$ cat src/design/mlpd_pkg.sv
// Package for the magic-length packet deframer.
// Holds header constants, status codes, the magic byte table and the result type.
// No dependencies.
`default_nettype none

package mlpd_pkg;

    localparam int MAX_PACKETS = 16;
    localparam int CNT_W       = $clog2(MAX_PACKETS + 1);

    localparam logic [2:0] HP_MAGIC_LAST = 3'd2;
    localparam logic [2:0] HP_LEN_HI     = 3'd3;
    localparam logic [2:0] HP_LEN_LO     = 3'd4;

    typedef enum logic [2:0] {
        ST_PROGRESS = 3'd0,
        ST_OK       = 3'd1,
        ST_SYNC     = 3'd2,
        ST_TOOMANY  = 3'd3,
        ST_TRUNC    = 3'd4,
        ST_DISCARD  = 3'd5
    } t_status;

    typedef struct packed {
        logic [7:0]  byte_out;
        logic        is_payload;
        logic [3:0]  packet_index;
        logic [15:0] packet_length;
        logic        packet_end;
        t_status     status;
    } t_result;

    function automatic logic [7:0] magic_byte(input logic [1:0] pos);
        logic [7:0] b;
        case (pos)
            2'd0:    b = 8'h4F;
            2'd1:    b = 8'h43;
            2'd2:    b = 8'h43;
            default: b = 8'h00;
        endcase
        return b;
    endfunction

endpackage

`default_nettype wire

$ cat src/design/mlpd_parse.sv
// Input register and header/payload parser of the packet deframer.
// Computes one result per request from the parse state; uses mlpd_pkg.
`default_nettype none

module mlpd_parse (
    input  wire                   i_clk,
    input  wire                   i_rst_n,
    input  wire                   i_valid,
    output logic                  o_stall,
    input  wire  [7:0]            i_byte_in,
    input  wire                   i_first_byte,
    input  wire                   i_last_byte,
    input  wire                   i_out_ready,
    output logic                  o_res_valid,
    output mlpd_pkg::t_result     o_res
);

    logic                       r_in_valid;
    logic [7:0]                 r_byte;
    logic                       r_first;
    logic                       r_last;

    logic [2:0]                 r_hp, n_hp;
    logic                       r_in_payload, n_in_payload;
    logic [15:0]                r_len, n_len;
    logic [15:0]                r_rem, n_rem;
    logic [mlpd_pkg::CNT_W-1:0] r_count, n_count;
    logic                       r_stopped, n_stopped;

    logic                       in_load;
    logic                       advance;
    logic [2:0]                 e_hp;
    logic                       e_in_payload;
    logic [15:0]                e_len;
    logic [15:0]                e_rem;
    logic [mlpd_pkg::CNT_W-1:0] e_count;
    logic                       e_stopped;
    logic [15:0]                rem_dec;
    logic [15:0]                len_full;
    logic [8:0]                 count_ext;
    logic                       count_below_max;
    mlpd_pkg::t_result          res;

    assign in_load     = !r_in_valid || i_out_ready;
    assign o_stall     = !in_load;
    assign advance     = r_in_valid && i_out_ready;
    assign o_res_valid = r_in_valid;
    assign o_res       = res;

    always_ff @(posedge i_clk) begin
        if (!i_rst_n) begin
            r_in_valid <= 1'b0;
        end else if (in_load) begin
            r_in_valid <= i_valid;
        end
    end

    always_ff @(posedge i_clk) begin
        if (in_load && i_valid) begin
            r_byte  <= i_byte_in;
            r_first <= i_first_byte;
            r_last  <= i_last_byte;
        end
    end

    always_ff @(posedge i_clk) begin
        if (!i_rst_n) begin
            r_hp         <= '0;
            r_in_payload <= 1'b0;
            r_len        <= '0;
            r_rem        <= '0;
            r_count      <= '0;
            r_stopped    <= 1'b1;
        end else if (advance) begin
            r_hp         <= n_hp;
            r_in_payload <= n_in_payload;
            r_len        <= n_len;
            r_rem        <= n_rem;
            r_count      <= n_count;
            r_stopped    <= n_stopped;
        end
    end

    always_comb begin
        e_hp         = r_first ? 3'd0 : r_hp;
        e_in_payload = r_first ? 1'b0 : r_in_payload;
        e_len        = r_first ? 16'd0 : r_len;
        e_rem        = r_first ? 16'd0 : r_rem;
        e_count      = r_first ? '0 : r_count;
        e_stopped    = r_first ? 1'b0 : r_stopped;

        rem_dec         = e_rem - 16'd1;
        len_full        = {e_len[15:8], r_byte};
        count_ext       = 9'(e_count);
        count_below_max = (e_count < mlpd_pkg::CNT_W'(mlpd_pkg::MAX_PACKETS));

        n_hp         = e_hp;
        n_in_payload = e_in_payload;
        n_len        = e_len;
        n_rem        = e_rem;
        n_count      = e_count;
        n_stopped    = e_stopped;

        res.byte_out      = r_byte;
        res.is_payload    = 1'b0;
        res.packet_index  = count_ext[3:0];
        res.packet_length = '0;
        res.packet_end    = 1'b0;
        res.status        = mlpd_pkg::ST_PROGRESS;

        if (e_stopped) begin
            res.status       = mlpd_pkg::ST_DISCARD;
            res.packet_index = '0;
        end else if (e_in_payload) begin
            res.is_payload    = 1'b1;
            res.packet_length = e_len;
            n_rem             = rem_dec;
            if (rem_dec == 16'd0) begin
                res.packet_end = 1'b1;
                n_in_payload   = 1'b0;
                n_hp           = 3'd0;
                if (count_below_max) begin
                    n_count = e_count + mlpd_pkg::CNT_W'(1);
                end
                if (r_last) begin
                    res.status = mlpd_pkg::ST_OK;
                    n_stopped  = 1'b1;
                end
            end else if (r_last) begin
                res.status = mlpd_pkg::ST_TRUNC;
                n_stopped  = 1'b1;
            end
        end else if (e_hp <= mlpd_pkg::HP_MAGIC_LAST) begin
            if (r_byte != mlpd_pkg::magic_byte(e_hp[1:0]) || r_last) begin
                res.status = mlpd_pkg::ST_SYNC;
                n_stopped  = 1'b1;
            end else begin
                n_hp = e_hp + 3'd1;
            end
        end else if (e_hp == mlpd_pkg::HP_LEN_HI) begin
            n_len = {r_byte, 8'h00};
            if (r_last) begin
                res.status = mlpd_pkg::ST_SYNC;
                n_stopped  = 1'b1;
            end else begin
                n_hp = e_hp + 3'd1;
            end
        end else begin
            n_len             = len_full;
            res.packet_length = len_full;
            n_hp              = 3'd0;
            if (!count_below_max) begin
                res.status = mlpd_pkg::ST_TOOMANY;
                n_stopped  = 1'b1;
            end else if (len_full == 16'd0) begin
                res.packet_end = 1'b1;
                n_count        = e_count + mlpd_pkg::CNT_W'(1);
                if (r_last) begin
                    res.status = mlpd_pkg::ST_OK;
                    n_stopped  = 1'b1;
                end
            end else begin
                n_in_payload = 1'b1;
                n_rem        = len_full;
                if (r_last) begin
                    res.status = mlpd_pkg::ST_TRUNC;
                    n_stopped  = 1'b1;
                end
            end
        end
    end

`ifndef SYNTHESIS
    a_hp_range: assert property (@(posedge i_clk) disable iff (!i_rst_n)
        r_hp <= mlpd_pkg::HP_LEN_LO)
        else $error("header position out of range");

    a_payload_hp: assert property (@(posedge i_clk) disable iff (!i_rst_n)
        r_in_payload |-> (r_hp == 3'd0 && r_rem != 16'd0))
        else $error("payload state inconsistent with header state");

    a_count_max: assert property (@(posedge i_clk) disable iff (!i_rst_n)
        r_count <= mlpd_pkg::CNT_W'(mlpd_pkg::MAX_PACKETS))
        else $error("packet count above limit");

    a_state_hold: assert property (@(posedge i_clk) disable iff (!i_rst_n)
        !advance |=> ($stable(r_hp) && $stable(r_rem) && $stable(r_stopped)))
        else $error("parse state changed without a request");
`endif

endmodule

`default_nettype wire

$ cat src/design/mlpd_out.sv
// Result register of the packet deframer.
// Holds one result until the receiver takes it; uses mlpd_pkg.
`default_nettype none

module mlpd_out (
    input  wire                   i_clk,
    input  wire                   i_rst_n,
    input  wire                   i_res_valid,
    input  wire mlpd_pkg::t_result i_res,
    output logic                  o_ready,
    output logic                  o_valid,
    input  wire                   i_stall,
    output mlpd_pkg::t_result     o_res
);

    logic              r_valid;
    mlpd_pkg::t_result r_res;

    assign o_ready = !r_valid || !i_stall;
    assign o_valid = r_valid;
    assign o_res   = r_res;

    always_ff @(posedge i_clk) begin
        if (!i_rst_n) begin
            r_valid <= 1'b0;
        end else if (o_ready) begin
            r_valid <= i_res_valid;
        end
    end

    always_ff @(posedge i_clk) begin
        if (o_ready && i_res_valid) begin
            r_res <= i_res;
        end
    end

`ifndef SYNTHESIS
    a_discard_clean: assert property (@(posedge i_clk) disable iff (!i_rst_n)
        (r_valid && r_res.status == mlpd_pkg::ST_DISCARD) |->
        (!r_res.is_payload && !r_res.packet_end && r_res.packet_length == 16'd0))
        else $error("discarded byte carries packet fields");

    a_error_no_end: assert property (@(posedge i_clk) disable iff (!i_rst_n)
        (r_valid && (r_res.status == mlpd_pkg::ST_SYNC ||
                     r_res.status == mlpd_pkg::ST_TOOMANY ||
                     r_res.status == mlpd_pkg::ST_TRUNC)) |-> !r_res.packet_end)
        else $error("error result marked as packet end");
`endif

endmodule

`default_nettype wire

$ cat src/design/magic_length_packet_deframer_top.sv
// A request is held in the input register, then its result in the result register.
// Throughput: one byte per cycle while not stalled; the input register and the
// result register each advance whenever the next stage can take their contents.
// Reset (synchronous, active low): both stages empty, parser waits for a first
// byte; bytes without the first mark are reported as discarded.
// Top level of the deframer; instantiates mlpd_parse and mlpd_out, uses mlpd_pkg.
`default_nettype none

module magic_length_packet_deframer_top (
    input  wire         i_clk,
    input  wire         i_rst_n,
    input  wire         i_valid,
    output logic        o_stall,
    input  wire  [7:0]  i_byte_in,
    input  wire         i_first_byte,
    input  wire         i_last_byte,
    output logic        o_valid,
    input  wire         i_stall,
    output logic [7:0]  o_byte_out,
    output logic        o_is_payload,
    output logic [3:0]  o_packet_index,
    output logic [15:0] o_packet_length,
    output logic        o_packet_end,
    output logic [2:0]  o_status
);

    logic              res_valid;
    logic              out_ready;
    mlpd_pkg::t_result parse_res;
    mlpd_pkg::t_result out_res;

    mlpd_parse u_parse (
        .i_clk        (i_clk),
        .i_rst_n      (i_rst_n),
        .i_valid      (i_valid),
        .o_stall      (o_stall),
        .i_byte_in    (i_byte_in),
        .i_first_byte (i_first_byte),
        .i_last_byte  (i_last_byte),
        .i_out_ready  (out_ready),
        .o_res_valid  (res_valid),
        .o_res        (parse_res)
    );

    mlpd_out u_out (
        .i_clk       (i_clk),
        .i_rst_n     (i_rst_n),
        .i_res_valid (res_valid),
        .i_res       (parse_res),
        .o_ready     (out_ready),
        .o_valid     (o_valid),
        .i_stall     (i_stall),
        .o_res       (out_res)
    );

    assign o_byte_out      = out_res.byte_out;
    assign o_is_payload    = out_res.is_payload;
    assign o_packet_index  = out_res.packet_index;
    assign o_packet_length = out_res.packet_length;
    assign o_packet_end    = out_res.packet_end;
    assign o_status        = 3'(out_res.status);

endmodule

`default_nettype wire
$ cat config.mk
export PLATFORM = sky130hd
export DESIGN_NAME = magic_length_packet_deframer_top
export DESIGN_NICKNAME = d
export VERILOG_FILES = /design/src/design/mlpd_pkg.sv /design/src/design/mlpd_parse.sv /design/src/design/mlpd_out.sv /design/src/design/magic_length_packet_deframer_top.sv
export SDC_FILE = /design/constraint.sdc
export NUM_CORES = 1
export LEC_CHECK = 0
export BUFFER_PORTS_ARGS = -buffer_cell sky130_fd_sc_hd__buf_2
export CORE_MARGIN = 1.5
export CORE_UTILIZATION = 55
export DETAILED_ROUTE_END_ITERATION = 7
export PLACE_DENSITY = 0.83
export SLEW_MARGIN = 20
export SYNTH_ARGS = -nofsm -noshare
export SYNTH_HDL_FRONTEND = slang
export SYNTH_SLANG_ARGS = --single-unit
$ cat constraint.sdc
create_clock -name i_clk -period 7.1 [get_ports i_clk]
set_clock_uncertainty 0.1 [all_clocks]
set_input_delay 0.355 -clock i_clk [delete_from_list [all_inputs] [get_ports i_clk]]
set_output_delay 0.355 -clock i_clk [all_outputs]
set_load 0.05 [all_outputs]
==> impl_metrics.py <==
metrics = {
    "outcome": {
        "status": "completed",
    },
    "timing": {
        "slew_headroom": 0.352,
        "hold_viol": 0,
        "setup_viol": 0,
        "worstMarginPinSlew_ps": 969,
        "setup_tns_ps": 0,
        "final.period_utilization": 0.600,
        "finalCriticalPeriod_ps": 4260,
        "setup_ws_ps": 2840,
        "rsz0062_at_grt": "no",
        "maxSlewViolCount": 0,
        "clock.fmax_mhz": 235,
    },
    "floorplan": {
        "die-area_mm2": 0.00910,
        "fp.dieW_um": 95.4,
        "fp.dieH_um": 95.4,
        "ioPinCount": 49,
        "core-area_mm2": 0.00826,
        "start_util": 0.568,
        "fp-row-count": 33,
    },
    "route": {
        "drc": 0,
        "wl_per_cell_um": 19.4,
        "viasPerCell": 6.57,
        "ant_nets": 0,
        "drt-total-wl_mm": 12.3,
        "drtIter0Drc": 591,
        "dr.pass1.iters": 6,
        "vias": 4164,
    },
    "cts": {
        "cts_buffer_depth": 2,
        "cts_made_buffers": 9,
        "cts.repair.resized": 0,
        "cts_root_buf": "clkbuf_8",
        "clk_pin_slew_ps": 100,
        "cts_tree": "yes",
        "htree_levels": 3,
        "post_cts_buffers": 0,
        "clock_sinks": 87,
        "clk_latency_ps": 380,
        "holdBufCountCts": 0,
    },
    "critical_path": {
        "crit_path_end_kind": "flip-flop",
        "max_stage_delay_ps": 740,
        "worst-path-buf-inv": 4,
        "path_cells": "buf_4 -> clkinv_1 -> nand2_1 -> inv_1 -> ha_1 -> ha_1 -> inv_1 -> o211ai_1 -> nor4_1 -> mux2i_1 -> nand2_1 -> nor4_1 -> nor3_1",
        "cpMaxStageDelayCell": "nor4_1",
        "crit_arrival_ps": 4430,
        "cpLargestDelayFamily": "simple AND/OR/NAND/NOR gates",
        "worstPathRequired_ps": 7270,
        "path_max_fanout": 35,
        "critPathKind": "flip-flop to flip-flop",
        "crit_path_start_kind": "flip-flop",
    },
    "power": {
        "p_sw_mw": 0.308,
        "p_leak_nw": 1.93,
        "power.share.clock": 0.340,
        "p_comb_frac": 0.114,
        "p_int_mw": 0.711,
        "power_mw": 1.02,
        "p_sw_frac": 0.302,
        "ir_drop_mv": 0.117,
        "power_frac_seq": 0.546,
        "power_density_mw_per_mm2": 198,
    },
    "placement": {
        "port_buffers": 48,
        "gp_congestion": 0.992,
        "hpwl_mm": 8.44,
        "dpl_cell_area_mm2": 0.00496,
        "dp_slack_ps": 2970,
    },
    "synthesis": {
        "postSynth.asyncResetShare": 0,
        "post-synth-top-count-cell": "dfxtp_1",
        "yosysUniqueCellTypes": 74,
        "synth-seq-cells": 87,
        "synth.area.top_cells": "edfxtp_1 28%, dfxtp_1 19%, o21ai_0 3.9%",
        "synth_area_mm2": 0.00469,
        "synth_nets": 513,
        "synth_area_leader_cell": "edfxtp_1",
        "synth_seq_area_share": 0.463,
        "synth_top_area_frac": 0.275,
        "synth_edf_count": 43,
        "synth_ff_type": "dfxtp_1",
        "synthTopCellsByCount": "44 x dfxtp_1, 43 x edfxtp_1, 39 x nand2_1",
        "syn_avg_cell_area_um2": 9.56,
        "synthCells": 491,
        "synth_warnings": 0,
    },
    "finish": {
        "drive_above_1_share": 0.164,
        "final_area_mm2": 0.00515,
        "post-route-util": 0.624,
        "n_antenna_cell": 0,
        "area_delta_synth_final_pct": 9.73,
        "fin_nets": 546,
    },
    "global_routing": {
        "grt_pass1_vias": 3836,
        "grt_util_all_layers": 0.285,
        "antenna_found_initial": 0,
        "grt_overflow_total": 0,
        "grt_max_degree": 53,
        "grt_pass1_wl_mm": 19.6,
    },
    "run": {
        "max_cap_viol_count": 0,
    },
    "min_path": {
        "hp-class": "input pin to flip-flop",
    },
}
## worst paths after layout
path,slack (ps),to,depth (start not counted),startpoint
max,2840,u_parse.r_count[3],13,u_parse.r_first
min,50,u_parse.r_byte[0],1,i_byte_in[0]
max reg2reg,2840,u_parse.r_count[3],13,u_parse.r_first
min reg2reg,410,u_parse.r_hp[1],1,u_parse.r_hp[1]
## sequential cells by signal, indices dropped and copies added, names as in the netlist
signal / cells
u_parse.r_hp: 3
u_parse.r_len: 16
u_parse.r_byte: 8
u_parse.r_rem: 16
u_parse.r_stopped: 1
u_out.o_valid: 1
u_parse.r_count: 5
u_parse.o_res_valid: 1
u_parse.r_in_payload: 1
u_parse.r_last: 1
u_out.o_res: 33
u_parse.r_first: 1
## layer usage
metal / part of all wire / global-route usage / wire (um)
met1: 0.39 / 0.373 / 4830
met2: 0.49 / 0.472 / 6000
met3: 0.092 / 0.0534 / 1140
met4: 0.025 / 0.0980 / 309
met5: 0 / 0 / 0
## final cells by class
| cell class | count | area [um2] |
|---|---|---|
| clock buffers | 9 | 124 |
| clock inverters | 7 | 67.6 |
| fillers | 694 | 3110 |
| inverters | 15 | 56.3 |
| multi-input cells | 361 | 2340 |
| flip-flops and latches | 87 | 2170 |
| well taps | 105 | 131 |
| repair buffers | 50 | 255 |
## power by group through the flow
stage	Clock [mW]	Sequential [mW]	Combinational [mW]
6_report	0.347	0.556	0.116
5_1_grt	0.370	0.558	0.123
4_1_cts	0.350	0.556	0.115
3_5_place_dp	0	0.567	0.114
3_3_place_gp	0	0.567	0.111
2_1_floorplan	0	0.592	0.0606
## logic make-up (layout without fill, tap and decap cells)
kind of cell	count (synthesis)	in the layout	share of synthesized area
compound gates	143	143	0.215
xor+xnor	4	4	0.00747
fa+ha+maj	8	8	0.0213
buf+inv	43	81	0.0379
flops	87	87	0.463
mux	19	19	0.0411
simple gates	187	187	0.215
## through the flow
stage / hold WS [ps] / std cells
after floorplan: 349 / 491
after global placement: 374 / 618
after detailed placement: 382 / 618
after CTS: 41.3 / 634
after global routing: 29.8 / 634
final: 50.1 / 634
## cell usage in the layout (no fill, tap or decap), drive strengths merged, types with 2 or more instances in the layout
cell / Yosys / layout
o2111ai: 3 / 3
o31ai: 6 / 6
and4: 2 / 2
xnor2: 2 / 2
o211ai: 2 / 2
or3: 7 / 7
edfxtp: 43 / 43
buf: 5 / 50
nand2: 39 / 39
nand4: 2 / 2
o22ai: 3 / 3
nand3: 13 / 13
a21o: 2 / 2
o2bb2ai: 2 / 2
a32o: 4 / 4
a21oi: 20 / 20
a31oi: 2 / 2
mux2: 2 / 2
or4: 4 / 4
nor3: 15 / 15
clkbuf: 23 / 9
nor4: 11 / 11
a221oi: 2 / 2
o21ai: 39 / 39
dfxtp: 44 / 44
a22o: 11 / 11
mux2i: 17 / 17
and2: 15 / 15
inv: 14 / 18
ha: 8 / 8
a21boi: 6 / 6
and3: 6 / 6
o21a: 5 / 5
xor2: 2 / 2
a22oi: 22 / 22
nor2b: 27 / 27
clkinv: 1 / 3
nor2: 38 / 38
No activity file was read; power rests on OpenSTA's default activity.
